<file path="src/mde_pkg.sv">
// ----------------------------------------------------------------------------
// mde_pkg
// Shared constants for the integer matrix determinant engine.
// ----------------------------------------------------------------------------
package mde_pkg;

    localparam int MAX_ORDER_DEF    = 4;
    localparam int ELEMENT_BITS_DEF = 12;
    localparam int DET_BITS         = 50;
    localparam int DET_LO_BITS      = 25;
    localparam int DET_HI_BITS      = DET_BITS - DET_LO_BITS;
    localparam int COUNT_BITS       = 3;
    localparam int CFG_INDEX_BITS   = 1;

    localparam logic [CFG_INDEX_BITS-1:0] REG_ROW_COUNT    = 1'd0;
    localparam logic [CFG_INDEX_BITS-1:0] REG_COLUMN_COUNT = 1'd1;

    localparam logic [COUNT_BITS-1:0] COUNT_RESET = 3'd4;

endpackage

</file>
<file path="src/mde_front.sv">
// ----------------------------------------------------------------------------
// mde_front
// Element loader: holds the size registers, tracks the load position and
// tags each element with its store address and end-of-matrix flags.
// ----------------------------------------------------------------------------
module mde_front #(
    parameter int MAX_ORDER    = mde_pkg::MAX_ORDER_DEF,
    parameter int ELEMENT_BITS = mde_pkg::ELEMENT_BITS_DEF,
    parameter int AW           = 4,
    parameter int OW           = 3
) (
    input  logic                                i_clk,
    input  logic                                i_rst_n,
    input  logic                                i_cfg_valid,
    output logic                                o_cfg_ready,
    input  logic [mde_pkg::CFG_INDEX_BITS-1:0]  i_cfg_index,
    input  logic [mde_pkg::COUNT_BITS-1:0]      i_cfg_data,
    input  logic                                i_in_valid,
    output logic                                o_in_stall,
    input  logic signed [ELEMENT_BITS-1:0]      i_element_value,
    input  logic                                i_q_full,
    output logic                                o_q_push,
    output logic [ELEMENT_BITS-1:0]             o_q_value,
    output logic [AW-1:0]                       o_q_addr,
    output logic [OW-1:0]                       o_q_order,
    output logic                                o_q_last,
    output logic                                o_q_not_square
);

    logic [mde_pkg::COUNT_BITS-1:0] r_rows;
    logic [mde_pkg::COUNT_BITS-1:0] r_cols;
    logic [AW-1:0]                  r_pos;
    logic [OW-1:0]                  rows_c;
    logic [OW-1:0]                  cols_c;
    logic                           last;
    logic                           accept;

    always_comb begin
        if (r_rows == '0) begin
            rows_c = OW'(1);
        end else if (int'(r_rows) > MAX_ORDER) begin
            rows_c = OW'(MAX_ORDER);
        end else begin
            rows_c = OW'(r_rows);
        end
        if (r_cols == '0) begin
            cols_c = OW'(1);
        end else if (int'(r_cols) > MAX_ORDER) begin
            cols_c = OW'(MAX_ORDER);
        end else begin
            cols_c = OW'(r_cols);
        end
    end

    assign last           = (int'(r_pos) + 1) == (int'(rows_c) * int'(cols_c));
    assign accept         = i_in_valid && !i_q_full;
    assign o_in_stall     = i_q_full;
    assign o_cfg_ready    = 1'b1;
    assign o_q_push       = accept;
    assign o_q_value      = i_element_value;
    assign o_q_addr       = r_pos;
    assign o_q_order      = rows_c;
    assign o_q_last       = last;
    assign o_q_not_square = rows_c != cols_c;

    always_ff @(posedge i_clk) begin
        if (!i_rst_n) begin
            r_rows <= mde_pkg::COUNT_RESET;
            r_cols <= mde_pkg::COUNT_RESET;
            r_pos  <= '0;
        end else if (i_cfg_valid) begin
            if (i_cfg_index == mde_pkg::REG_ROW_COUNT) begin
                r_rows <= i_cfg_data;
            end else begin
                r_cols <= i_cfg_data;
            end
            r_pos <= '0;
        end else if (accept) begin
            r_pos <= last ? '0 : r_pos + AW'(1);
        end
    end

endmodule

</file>
<file path="src/mde_queue.sv">
// ----------------------------------------------------------------------------
// mde_queue
// Two-entry queue between the loader and the elimination engine.
// ----------------------------------------------------------------------------
module mde_queue #(
    parameter int WIDTH = 8
) (
    input  logic             i_clk,
    input  logic             i_rst_n,
    input  logic             i_push,
    input  logic [WIDTH-1:0] i_data,
    output logic             o_full,
    input  logic             i_pop,
    output logic             o_valid,
    output logic [WIDTH-1:0] o_data
);

    logic [WIDTH-1:0] r_mem [2];
    logic             r_wp;
    logic             r_rp;
    logic [1:0]       r_count;

    assign o_full  = r_count == 2'd2;
    assign o_valid = r_count != 2'd0;
    assign o_data  = r_mem[r_rp];

    always_ff @(posedge i_clk) begin
        if (i_push) begin
            r_mem[r_wp] <= i_data;
        end
    end

    always_ff @(posedge i_clk) begin
        if (!i_rst_n) begin
            r_wp    <= 1'b0;
            r_rp    <= 1'b0;
            r_count <= 2'd0;
        end else begin
            if (i_push) begin
                r_wp <= ~r_wp;
            end
            if (i_pop) begin
                r_rp <= ~r_rp;
            end
            r_count <= r_count + 2'(i_push) - 2'(i_pop);
        end
    end

endmodule

</file>
<file path="src/mde_back.sv">
// ----------------------------------------------------------------------------
// mde_back
// Elimination engine: stores elements, then builds minors over column
// subsets with two multipliers (low and high halves of a minor), and holds the result beat.
// ----------------------------------------------------------------------------
module mde_back #(
    parameter int MAX_ORDER    = mde_pkg::MAX_ORDER_DEF,
    parameter int ELEMENT_BITS = mde_pkg::ELEMENT_BITS_DEF,
    parameter int AW           = 4,
    parameter int OW           = 3
) (
    input  logic                                  i_clk,
    input  logic                                  i_rst_n,
    input  logic                                  i_q_valid,
    output logic                                  o_q_pop,
    input  logic [ELEMENT_BITS-1:0]               i_q_value,
    input  logic [AW-1:0]                         i_q_addr,
    input  logic [OW-1:0]                         i_q_order,
    input  logic                                  i_q_last,
    input  logic                                  i_q_not_square,
    output logic                                  o_out_valid,
    input  logic                                  i_out_stall,
    output logic signed [mde_pkg::DET_BITS-1:0]   o_determinant,
    output logic                                  o_not_square
);

    localparam int DB   = mde_pkg::DET_BITS;
    localparam int LB   = mde_pkg::DET_LO_BITS;
    localparam int HB   = mde_pkg::DET_HI_BITS;
    localparam int CW   = (MAX_ORDER > 1) ? $clog2(MAX_ORDER) : 1;
    localparam int SD   = 2 ** MAX_ORDER;
    localparam int PW   = ELEMENT_BITS + LB + 1;
    localparam int QW   = ELEMENT_BITS + HB + 1;
    localparam int EMD  = MAX_ORDER * MAX_ORDER;

    localparam logic [2:0] S_IDLE = 3'd0;
    localparam logic [2:0] S_INIT = 3'd1;
    localparam logic [2:0] S_READ = 3'd2;
    localparam logic [2:0] S_MLO  = 3'd3;
    localparam logic [2:0] S_MHI  = 3'd4;
    localparam logic [2:0] S_ACC  = 3'd5;
    localparam logic [2:0] S_NEXT = 3'd6;
    localparam logic [2:0] S_OUT  = 3'd7;

    logic [2:0]                     r_state;
    logic [ELEMENT_BITS-1:0]        r_emem [EMD];
    logic [DB-1:0]                  r_dmem [SD];
    logic signed [ELEMENT_BITS-1:0] r_e_q;
    logic [DB-1:0]                  r_d_q;
    logic [OW-1:0]                  r_n;
    logic [MAX_ORDER-1:0]           r_set;
    logic [CW-1:0]                  r_col;
    logic                           r_j;
    logic [DB-1:0]                  r_acc;
    logic [DB-1:0]                  r_plo;
    logic [LB-1:0]                  r_phi;
    logic [DB-1:0]                  r_res;
    logic                           r_res_ns;
    logic                           r_out_valid;
    logic [DB-1:0]                  r_out_det;
    logic                           r_out_ns;

    logic [MAX_ORDER-1:0]           full_set;
    logic [MAX_ORDER-1:0]           sub_set;
    logic [OW-1:0]                  k;
    logic [AW-1:0]                  e_addr;
    logic                           col_last;
    logic                           neg;
    logic signed [PW-1:0]           plo_w;
    logic signed [QW-1:0]           phi_w;
    logic [DB-1:0]                  term;
    logic [DB-1:0]                  acc_new;
    logic                           pop;
    logic                           d_we;
    logic [MAX_ORDER-1:0]           d_waddr;
    logic [DB-1:0]                  d_wdata;

    always_comb begin
        full_set = '0;
        k        = '0;
        for (int i = 0; i < MAX_ORDER; i++) begin
            full_set[i] = i < int'(r_n);
            k           = k + OW'(r_set[i]);
        end
    end

    assign sub_set  = r_set & ~(MAX_ORDER'(1) << r_col);
    assign e_addr   = AW'((int'(k) - 1) * int'(r_n) + int'(r_col));
    assign col_last = int'(r_col) == int'(r_n) - 1;
    assign neg      = (k[0] ^ 1'b1) ^ r_j;
    assign plo_w    = r_e_q * $signed({1'b0, r_d_q[LB-1:0]});
    assign phi_w    = r_e_q * $signed({1'b0, r_d_q[DB-1:LB]});
    assign term     = r_plo + {r_phi, {(DB-LB){1'b0}}};
    assign acc_new  = neg ? r_acc - term : r_acc + term;
    assign pop      = (r_state == S_IDLE) && i_q_valid;
    assign o_q_pop  = pop;

    assign d_we    = (r_state == S_INIT) || ((r_state == S_NEXT) && col_last);
    assign d_waddr = (r_state == S_INIT) ? '0 : r_set;
    assign d_wdata = (r_state == S_INIT) ? DB'(1) : r_acc;

    always_ff @(posedge i_clk) begin
        if (pop) begin
            r_emem[i_q_addr] <= i_q_value;
        end
        r_e_q <= r_emem[e_addr];
    end

    always_ff @(posedge i_clk) begin
        if (d_we) begin
            r_dmem[d_waddr] <= d_wdata;
        end
        r_d_q <= r_dmem[sub_set];
    end

    always_ff @(posedge i_clk) begin
        r_plo <= DB'(plo_w);
        r_phi <= phi_w[LB-1:0];
    end

    always_ff @(posedge i_clk) begin
        if (!i_rst_n) begin
            r_state     <= S_IDLE;
            r_out_valid <= 1'b0;
        end else begin
            if (r_out_valid && !i_out_stall && (r_state != S_OUT)) begin
                r_out_valid <= 1'b0;
            end
            unique case (r_state)
                S_IDLE: begin
                    if (pop && i_q_last) begin
                        r_n <= i_q_order;
                        if (i_q_not_square) begin
                            r_res    <= '0;
                            r_res_ns <= 1'b1;
                            r_state  <= S_OUT;
                        end else begin
                            r_state <= S_INIT;
                        end
                    end
                end
                S_INIT: begin
                    r_set   <= MAX_ORDER'(1);
                    r_col   <= '0;
                    r_j     <= 1'b0;
                    r_acc   <= '0;
                    r_state <= S_READ;
                end
                S_READ: begin
                    r_state <= r_set[r_col] ? S_MLO : S_NEXT;
                end
                S_MLO: begin
                    r_state <= S_MHI;
                end
                S_MHI: begin
                    r_state <= S_ACC;
                end
                S_ACC: begin
                    r_acc   <= acc_new;
                    r_j     <= ~r_j;
                    r_state <= S_NEXT;
                end
                S_NEXT: begin
                    if (!col_last) begin
                        r_col   <= r_col + CW'(1);
                        r_state <= S_READ;
                    end else if (r_set == full_set) begin
                        r_res    <= r_acc;
                        r_res_ns <= 1'b0;
                        r_state  <= S_OUT;
                    end else begin
                        r_set   <= r_set + MAX_ORDER'(1);
                        r_col   <= '0;
                        r_j     <= 1'b0;
                        r_acc   <= '0;
                        r_state <= S_READ;
                    end
                end
                S_OUT: begin
                    if (!r_out_valid || !i_out_stall) begin
                        r_out_valid <= 1'b1;
                        r_out_det   <= r_res;
                        r_out_ns    <= r_res_ns;
                        r_state     <= S_IDLE;
                    end
                end
                default: begin
                    r_state <= S_IDLE;
                end
            endcase
        end
    end

    assign o_out_valid   = r_out_valid;
    assign o_determinant = r_out_det;
    assign o_not_square  = r_out_ns;

endmodule

</file>
<file path="src/matrix_determinant_elimination.sv">
// ----------------------------------------------------------------------------
// matrix_determinant_elimination
// Exact integer determinant of a loaded matrix of up to MAX_ORDER rows.
// ----------------------------------------------------------------------------
// Usage:
//   Write row_count (index 0) and column_count (index 1) on the cfg channel
//   while idle; each write restarts loading. Counts of 0 act as 1 and counts
//   above MAX_ORDER act as MAX_ORDER.
//   Send rows*cols elements, row-major, on the input channel, one beat per
//   cycle while the element queue has room. After the last element one
//   result beat carries the determinant (low 50 bits) and not_square.
//   A non-square matrix gives 0 with not_square set, right after its last
//   element. For a square matrix of order n the engine walks all column
//   subsets with two multipliers, one for each half of a stored minor.
//   Loading of the next matrix continues into the two-entry queue while the
//   engine works; one matrix is computed at a time.
//   Reset returns both counts to 4 and the load position to 0.
//   A stalled result beat holds in the output register; the engine holds
//   its next result until that register frees.
// ----------------------------------------------------------------------------
module matrix_determinant_elimination #(
    parameter int MAX_ORDER    = mde_pkg::MAX_ORDER_DEF,
    parameter int ELEMENT_BITS = mde_pkg::ELEMENT_BITS_DEF
) (
    input  logic                                 i_clk,
    input  logic                                 i_rst_n,
    input  logic                                 i_cfg_valid,
    output logic                                 o_cfg_ready,
    input  logic [mde_pkg::CFG_INDEX_BITS-1:0]   i_cfg_index,
    input  logic [mde_pkg::COUNT_BITS-1:0]       i_cfg_data,
    input  logic                                 i_in_valid,
    output logic                                 o_in_stall,
    input  logic signed [ELEMENT_BITS-1:0]       i_element_value,
    output logic                                 o_out_valid,
    input  logic                                 i_out_stall,
    output logic signed [mde_pkg::DET_BITS-1:0]  o_determinant,
    output logic                                 o_not_square
);

    localparam int AW = (MAX_ORDER > 1) ? $clog2(MAX_ORDER * MAX_ORDER) : 1;
    localparam int OW = $clog2(MAX_ORDER + 1);
    localparam int QW = ELEMENT_BITS + AW + OW + 2;

    logic                    q_full;
    logic                    q_push;
    logic [ELEMENT_BITS-1:0] f_value;
    logic [AW-1:0]           f_addr;
    logic [OW-1:0]           f_order;
    logic                    f_last;
    logic                    f_ns;
    logic                    q_valid;
    logic                    q_pop;
    logic [QW-1:0]           q_out;

    mde_front #(
        .MAX_ORDER    (MAX_ORDER),
        .ELEMENT_BITS (ELEMENT_BITS),
        .AW           (AW),
        .OW           (OW)
    ) u_front (
        .i_clk           (i_clk),
        .i_rst_n         (i_rst_n),
        .i_cfg_valid     (i_cfg_valid),
        .o_cfg_ready     (o_cfg_ready),
        .i_cfg_index     (i_cfg_index),
        .i_cfg_data      (i_cfg_data),
        .i_in_valid      (i_in_valid),
        .o_in_stall      (o_in_stall),
        .i_element_value (i_element_value),
        .i_q_full        (q_full),
        .o_q_push        (q_push),
        .o_q_value       (f_value),
        .o_q_addr        (f_addr),
        .o_q_order       (f_order),
        .o_q_last        (f_last),
        .o_q_not_square  (f_ns)
    );

    mde_queue #(
        .WIDTH (QW)
    ) u_queue (
        .i_clk   (i_clk),
        .i_rst_n (i_rst_n),
        .i_push  (q_push),
        .i_data  ({f_ns, f_last, f_order, f_addr, f_value}),
        .o_full  (q_full),
        .i_pop   (q_pop),
        .o_valid (q_valid),
        .o_data  (q_out)
    );

    mde_back #(
        .MAX_ORDER    (MAX_ORDER),
        .ELEMENT_BITS (ELEMENT_BITS),
        .AW           (AW),
        .OW           (OW)
    ) u_back (
        .i_clk          (i_clk),
        .i_rst_n        (i_rst_n),
        .i_q_valid      (q_valid),
        .o_q_pop        (q_pop),
        .i_q_value      (q_out[ELEMENT_BITS-1:0]),
        .i_q_addr       (q_out[ELEMENT_BITS +: AW]),
        .i_q_order      (q_out[ELEMENT_BITS+AW +: OW]),
        .i_q_last       (q_out[QW-2]),
        .i_q_not_square (q_out[QW-1]),
        .o_out_valid    (o_out_valid),
        .i_out_stall    (i_out_stall),
        .o_determinant  (o_determinant),
        .o_not_square   (o_not_square)
    );

endmodule
</file>
<file path="config.mk">
export PLATFORM = sky130hd
export DESIGN_NAME = matrix_determinant_elimination
export DESIGN_NICKNAME = d
export VERILOG_FILES = /design/src/mde_pkg.sv /design/src/mde_front.sv /design/src/mde_queue.sv /design/src/mde_back.sv /design/src/matrix_determinant_elimination.sv
export SDC_FILE = /design/constraint.sdc
export NUM_CORES = 2
export LEC_CHECK = 0
export ABC_AREA = 1
export BUFFER_PORTS_ARGS = -buffer_cell sky130_fd_sc_hd__buf_2
export CORE_MARGIN = 5
export CORE_UTILIZATION = 45
export DETAILED_ROUTE_END_ITERATION = 6
export PLACE_DENSITY = 0.61
export SKIP_LAST_GASP = 1
export SLEW_MARGIN = 20
export SYNTH_ARGS = -nofsm -noshare
export SYNTH_HDL_FRONTEND = slang
export SYNTH_SLANG_ARGS = --single-unit
</file>
<file path="constraint.sdc">
create_clock -name i_clk -period 6.8 [get_ports i_clk]
set_input_delay 0.34 -clock i_clk [delete_from_list [all_inputs] [get_ports i_clk]]
set_output_delay 0.34 -clock i_clk [all_outputs]
set_load 0.05 [all_outputs]
</file>
After elaboration in Yosys (flattened, before gate mapping)
Memories as Yosys holds them, arrays and structs flattened. A register that Yosys moved wholly into a read port is not among the register bits.
Index checks and enable logic that the tools add are counted.
Widths: inputs -> output; s select.
{ "totals": {"register_bits": 243, "latchBits": 0, "mem_bits_rw": 1034, "mem_bits_ro": 0, "inputBits": 21, "output_inout_bits": 54, "elab_cells": 156, "n_memories": 3} }
{ "op_classes": {"n_addsub": 15, "multipliers": 4, "div": 0, "order_cmp": 7, "eq_ne": 20, "shift": 1, "n_mux": 50, "n_bitwise": 9, "reduce_logical": 28} }
{ "mem_list": {"columns": ["memory", "depth", "width", "read_ports", "rd_ports_with_merged_regs", "wr", "line", "rtl"], "rows": [
  ["u_back.r_dmem", 16, 50, 1, 1, 1, "mde_back.sv:47", "logic [DB-1:0] r_dmem [SD];"],
  ["u_back.r_emem", 16, 12, 1, 1, 1, "mde_back.sv:46", "logic [ELEMENT_BITS-1:0] r_emem [EMD];"],
  ["u_queue.r_mem", 2, 21, 1, 1, 1, "mde_queue.sv:18", "logic [WIDTH-1:0] r_mem [2];"]
]} }
{ "ops": {"columns": ["operator", "n"], "rows": [
  ["$mux 50", 8],
  ["$pmux 50 s3", 1],
  ["$add 50x50->50", 2],
  ["$pmux 50 s2", 1],
  ["$sub 50x50->50", 1],
  ["$mul 12x26->38", 1],
  ["$eq 3x32->1", 1],
  ["$eq 32x32->1", 1],
  ["$mul 32x4->4", 1],
  ["$mux 3", 10],
  ["$mul 12x26->25", 1],
  ["$pmux 3 s8", 1],
  ["$mux 1", 18],
  ["$mux 4", 4],
  ["$eq 3x3->1 const B", 4],
  ["$logic_not 3->1", 3],
  ["$reduce_and 3->1", 3],
  ["$add 4x1->4 const B", 2],
  ["$ne 2x2->1 const B", 4],
  ["$pmux 4 s2", 1],
  ["$reduce_and 4->1", 2],
  ["$sub 3x1->4 const B", 2],
  ["$add 3x1->3", 2],
  ["$eq 3x2->1 const B", 2],
  ["35 further kinds", 58]
]} }

Depth between registers and ports, before layout
{ "logic_depth": {"depth_word": 7, "depth_mapped": 30, "ltp_nobuf": 30} }

By module
From an unflattened synthesis, not the netlist that was laid out.
{ "hier_totals": {"cells_unflattened": 6938, "area_unflattened_um2": 73479.2} }
{ "modules_own_cells": {"columns": ["module", "instances", "cells_per_inst", "area_each_um2", "seq_area_each_um2"], "rows": [
  ["mde_back", 1, 6699, 70737.8, 37235.7],
  ["mde_queue", 1, 98, 1820.5, 1361.3],
  ["mde_front", 1, 141, 920.9, 200.2]
]} }

Worst setup path after synthesis
Ideal clock, no wire load.
{ "synth_timing": {"path_type": "reg-to-reg", "startpoint": "register u_back.r_n[0]", "endpoint": "memory u_back.r_dmem[15][0] in the netlist's numbering (enable)", "setup_time_ns": 0.520, "t_arrival_ns": 5.115, "required_ns": 6.280, "path_slack_ns": 1.166, "stages_incl_launch_ff": 10, "path_buffers": 0, "synth_period_minus_slack_ns": 5.634, "cell_sequence": "edfxtp_1 -> inv_1 -> ha_1 -> ha_1 -> inv_1 -> nor4_1 -> inv_1 -> nor2_1 -> nand2_1 -> nor3_1"} }
{ "synth_via": {"elab_chain_cells": 6} }
{ "synth_rtl": {"columns": ["element", "line", "rtl"], "rows": [
  ["start, declared", "mde_back.sv:50", "logic [OW-1:0] r_n;"],
  ["start signal, assigned", "mde_back.sv:132", "r_n <= i_q_order;"],
  ["$sub 3x1->4", "mde_back.sv:89", "assign col_last = int'(r_col) == int'(r_n) - 1;"],
  ["$eq 3x32->1", "mde_back.sv:89", null],
  ["$logic_and 1x1->1", "mde_back.sv:98", "assign d_we = (r_state == S_INIT) || ((r_state == S_NEXT) && col_last);"],
  ["$logic_or 1x1->1", "mde_back.sv:98", null],
  ["$mux 1", "mde_back.sv:110", "if (d_we) begin"],
  ["$mux 1 (not written as such)", "mde_back.sv:111", "r_dmem[d_waddr] <= d_wdata;"],
  ["end, declared", "mde_back.sv:47", null]
]} }
Every way passes these cells.

Worst setup path after layout
{ "layout_timing": {"startpoint": "register u_back.r_e_q[4], read port of u_back.r_emem", "endpoint": "register u_back.r_plo[37] (netlist name)"} }
{ "layout_via": {"elab_chain_cells": 1} }
{ "layout_rtl": {"columns": ["element", "line", "rtl"], "rows": [
  ["start, declared", "mde_back.sv:48", "logic signed [ELEMENT_BITS-1:0] r_e_q;"],
  ["$mul 12x26->38", "mde_back.sv:91", "assign plo_w = r_e_q * $signed({1'b0, r_d_q[LB-1:0]});"],
  ["named net u_back.plo_w[37]", "mde_back.sv:69", "logic signed [PW-1:0] plo_w;"]
]} }
The timed path passes the listed nets, and every way through them passes these cells.
A chain may end at the register's enable or synchronous reset.

==> summary.md <==
| Metric | Value |
|---|---|
| First-pass GRT wire length | `slightly above 300000 microns` |
| Cts bufs inserted | `between 100 and 150` |
| Least-Margin Pin Slew | `1100 ps` |
| Placed insts | `slightly below 9000` |
| Root Driver | `clkbuf_16` |
| Antenna Violating Nets Remaining | `0` |
| CP delay by family, top | `adder cells` |
| Outcome | `finished, final reports clean` |
| Worst Path Required | `between 7000 and 8000 ps` |
| Seq/Total Area, Yosys | `0.530` |
| Gr usage total | `0.233` |
| Crit path arrival time | `about 6500 ps` |
| CP cell instances | `buf_4, nand2_1, fa_1, inv_1, fa_1, inv_1, fa_1, fa_1, inv_1, fa_1, ha_1, inv_1, o21ai_0, a21oi_1, nor2_1, o22ai_1, o21ai_0, nand3_1, nand2_1, nand2_1, nand3b_1, xnor2_1` |
| Avg Synthesized Cell Area | `10.6 sq um` |
| Critical path capture point type | `register` |
| Vias in the first global route | `~50000` |
| Reg-to-reg startpoint | `u_back.r_e_q[4]` |
| Largest net degree at the start of global routing | `between 150 and 200` |
| P&R area growth vs syn | `10.6%` |
| Hold Path Class | `primary input to register` |
| Fmax | `~170 MHz` |
| Syn Inst Count | `just under 7000` |
| Initial antenna violation count | `17` |
| Core ar. | `0.162 sq mm` |
| Clk_skew | `between 50 and 60 ps` |
| CTS tree | `yes` |
| TritonRoute pass-1 iters | `6` |
| Max Root-Sink Buffers | `3` |
| Crit path max fanout | `27` |
| Most common cell on crit path | `fa_1` |
| Async set or reset register ratio after synthesis | `0` |
| R2r worst-path depth | `22` |
| Worst-Skew Late Latency | `approximately 800 ps` |
| Final Cycle Share | `0.856` |
| Finished Core Util | `0.499` |
| Slew HR | `0.261` |
| Starting Density | `0.451` |
| Post-synth top cells | `edfxtp_1, inv_1, nand2_1` |
| Post-synthesis register bit count | `1340` |
| Area leader, netlist | `edfxtp_1` |
| Number of synthesized flops with an enable pin | `between 1000 and 1500` |
| CP peak stage delay | `a little over 700 ps` |
| Crit start category | `register` |
| Hold_sp | `i_in_valid` |
| Final net count | `between 7000 and 8000` |
| Max_cap viols | `0` |
| Syn nets | `7626` |
| Routed vias/inst | `approximately 5.4` |
| CP bufs+invs | `5` |
| Die X | `between 400 and 500 microns` |
| Slowest CP cell | `dfxtp_2` |
| Post-Layout Cell Count | `about 9000` |
| Hold endpoint | `u_front.o_q_addr[1]` |
| RR Endpoint | `u_back.r_plo[37]` |
| Final Setup Violations | `0` |
| Synth Flop Type | `edfxtp_1` |
| DR WL/cell | `approximately 22 microns` |
| Fin. Hold Viols | `0` |
| Global route overflow | `0` |
| Final HPWL DP | `131000 microns` |
| Post-Route WL | `approximately 200000 microns` |
| Placer Congestion | `around 0.92` |
| Initial DRC Count | `roughly 4700` |
| Yosys cell types | `57` |
| RSZ-0062 raised after global routing | `no` |
| Number of port buffers | `73` |
| R2R setup slack | `980 ps` |
| Min cycle time layout | `between 5000 and 6000 ps` |
| Top-area cell type share of the netlist area | `0.491` |
| I/O pins | `75` |
| Most common cell in the netlist | `edfxtp_1` |
| Post-CTS Resized | `0` |
| Htree depth | `4` |
| Mapped cell area | `roughly 0.073 sq mm` |
| Row count | `about 150` |
| Setup CP Type | `register to register` |
| Vias | `50200` |
| Ratio of cells with drive above 1 in the final layout | `0.0669` |
| Full die area | `approximately 0.17 sq mm` |
| TritonCTS Sinks | `~1300` |
| Ys Warns | `0` |
| Count of final max-slew check failures | `0` |
| Drc violations | `0` |
| Reg clk slew, reported paths | `approximately 60 ps` |
| DIE HEIGHT | `~410 microns` |
| Synth area leaders | `edfxtp_1, fa_1, inv_1, nand2_1, ha_1` |
| Worst hold path stage count | `4` |
| Setup TNS after final layout | `0 ps` |
## metrics by stage
stage	hold slack, ps	cell area, sq um	setup WS (ps)
after global placement	401	76100	1190
final	143	80900	976
after CTS	19.9	80900	1040
after global routing	147	80900	550
after floorplan	400	73200	1170
after detailed placement	405	76100	1050
## worst max path at each step
stage | from | end | slack (ps) | cells past startpoint
after floorplan | u_back.r_n[0] | u_back.r_dmem[15][0] | 1170 | 9
after global placement | u_back.r_e_q[11] | u_back.r_plo[34] | 1190 | 23
after detailed placement | u_back.r_e_q[11] | u_back.r_plo[34] | 1050 | 20
after CTS | u_back.r_e_q[11] | u_back.r_plo[34] | 1040 | 20
after global routing | u_back.r_e_q[4] | u_back.r_plo[37] | 550 | 22
final | u_back.r_e_q[4] | u_back.r_plo[37] | 980 | 22
## sequential cells by signal (all words and copies together), names as in the netlist, 12 cells and up, named ones only
signal / count
u_back.r_dmem: 800
u_back.r_plo: 38
u_back.r_e_q: 12
u_back.r_phi: 25
u_back.r_acc: 50
u_back.r_res: 50
u_queue.r_mem: 42
u_back.r_emem: 192
u_back.r_d_q: 50
u_back.o_determinant: 50
## final cells by class
| cell class | count | area (sq um) |
|---|---|---|
| repair buffers | 190 | 1420 |
| fillers | 14600 | 81300 |
| inverters | 1056 | 3970 |
| clock inverters | 72 | 662 |
| multi-input cells | 4218 | 29400 |
| flip-flops and latches | 1340 | 38800 |
| clock buffers | 192 | 3930 |
| diodes | 8 | 20.0 |
| well taps | 2175 | 2720 |
## worst register-to-register path: cells and delay by family (launching register included)
family / cells / cell delay (ps)
flops: 1 / 720
compound gates: 4 / 910
xor+xnor: 1 / 130
buf+inv: 5 / 810
fa+ha+maj: 6 / 2470
simple gates: 6 / 670
## cell usage in the layout, fill, tap and decap left out, types with 25 or more instances in the layout
cell type / n
buf_2: 73
edfxtp_1: 1196
clkbuf_1: 36
xnor2_1: 45
o221ai_1: 99
mux2i_1: 101
a21oi_1: 212
o32ai_1: 99
inv_1: 1047
o21ai_0: 524
nor3_1: 42
or2_2: 26
nand3_1: 123
nor2_1: 853
ha_1: 265
o211ai_1: 61
clkinv_1: 25
buf_4: 84
fa_1: 407
nand2_1: 1024
o22ai_1: 52
clkbuf_16: 146
dfxtp_1: 136
xor2_1: 92
## metal layers
| metal | GRT usage | up-vias | part of all wire |
|---|---|---|---|
| met1 | 0.324 | 24800 | 0.43 |
| met4 | 0.0680 | 4 | 0.027 |
| li1 | - | 23200 | - |
| met3 | 0.0374 | 325 | 0.071 |
| met5 | 0 | - | 0.00014 |
| met2 | 0.381 | 1777 | 0.47 |
## cell families after synthesis
kind of cell	Yosys count	share of synthesized area
fa+ha+maj	672	0.157
compound gates	1141	0.0937
xor+xnor	141	0.0172
mux	101	0.0138
other cells	1	0.0000512
flops	1340	0.530
buf+inv	1375	0.0711
simple gates	2162	0.118
## timing repair
action | 4_1_cts | 5_1_grt
setup buffers | 0 | 0
hold endpoints to repair | 39 | 0
hold buffers | 24 | 0
Power is left out: the tool's default activity adds up to more than one toggle a clock period on the data nets, which glitch-free logic cannot reach.
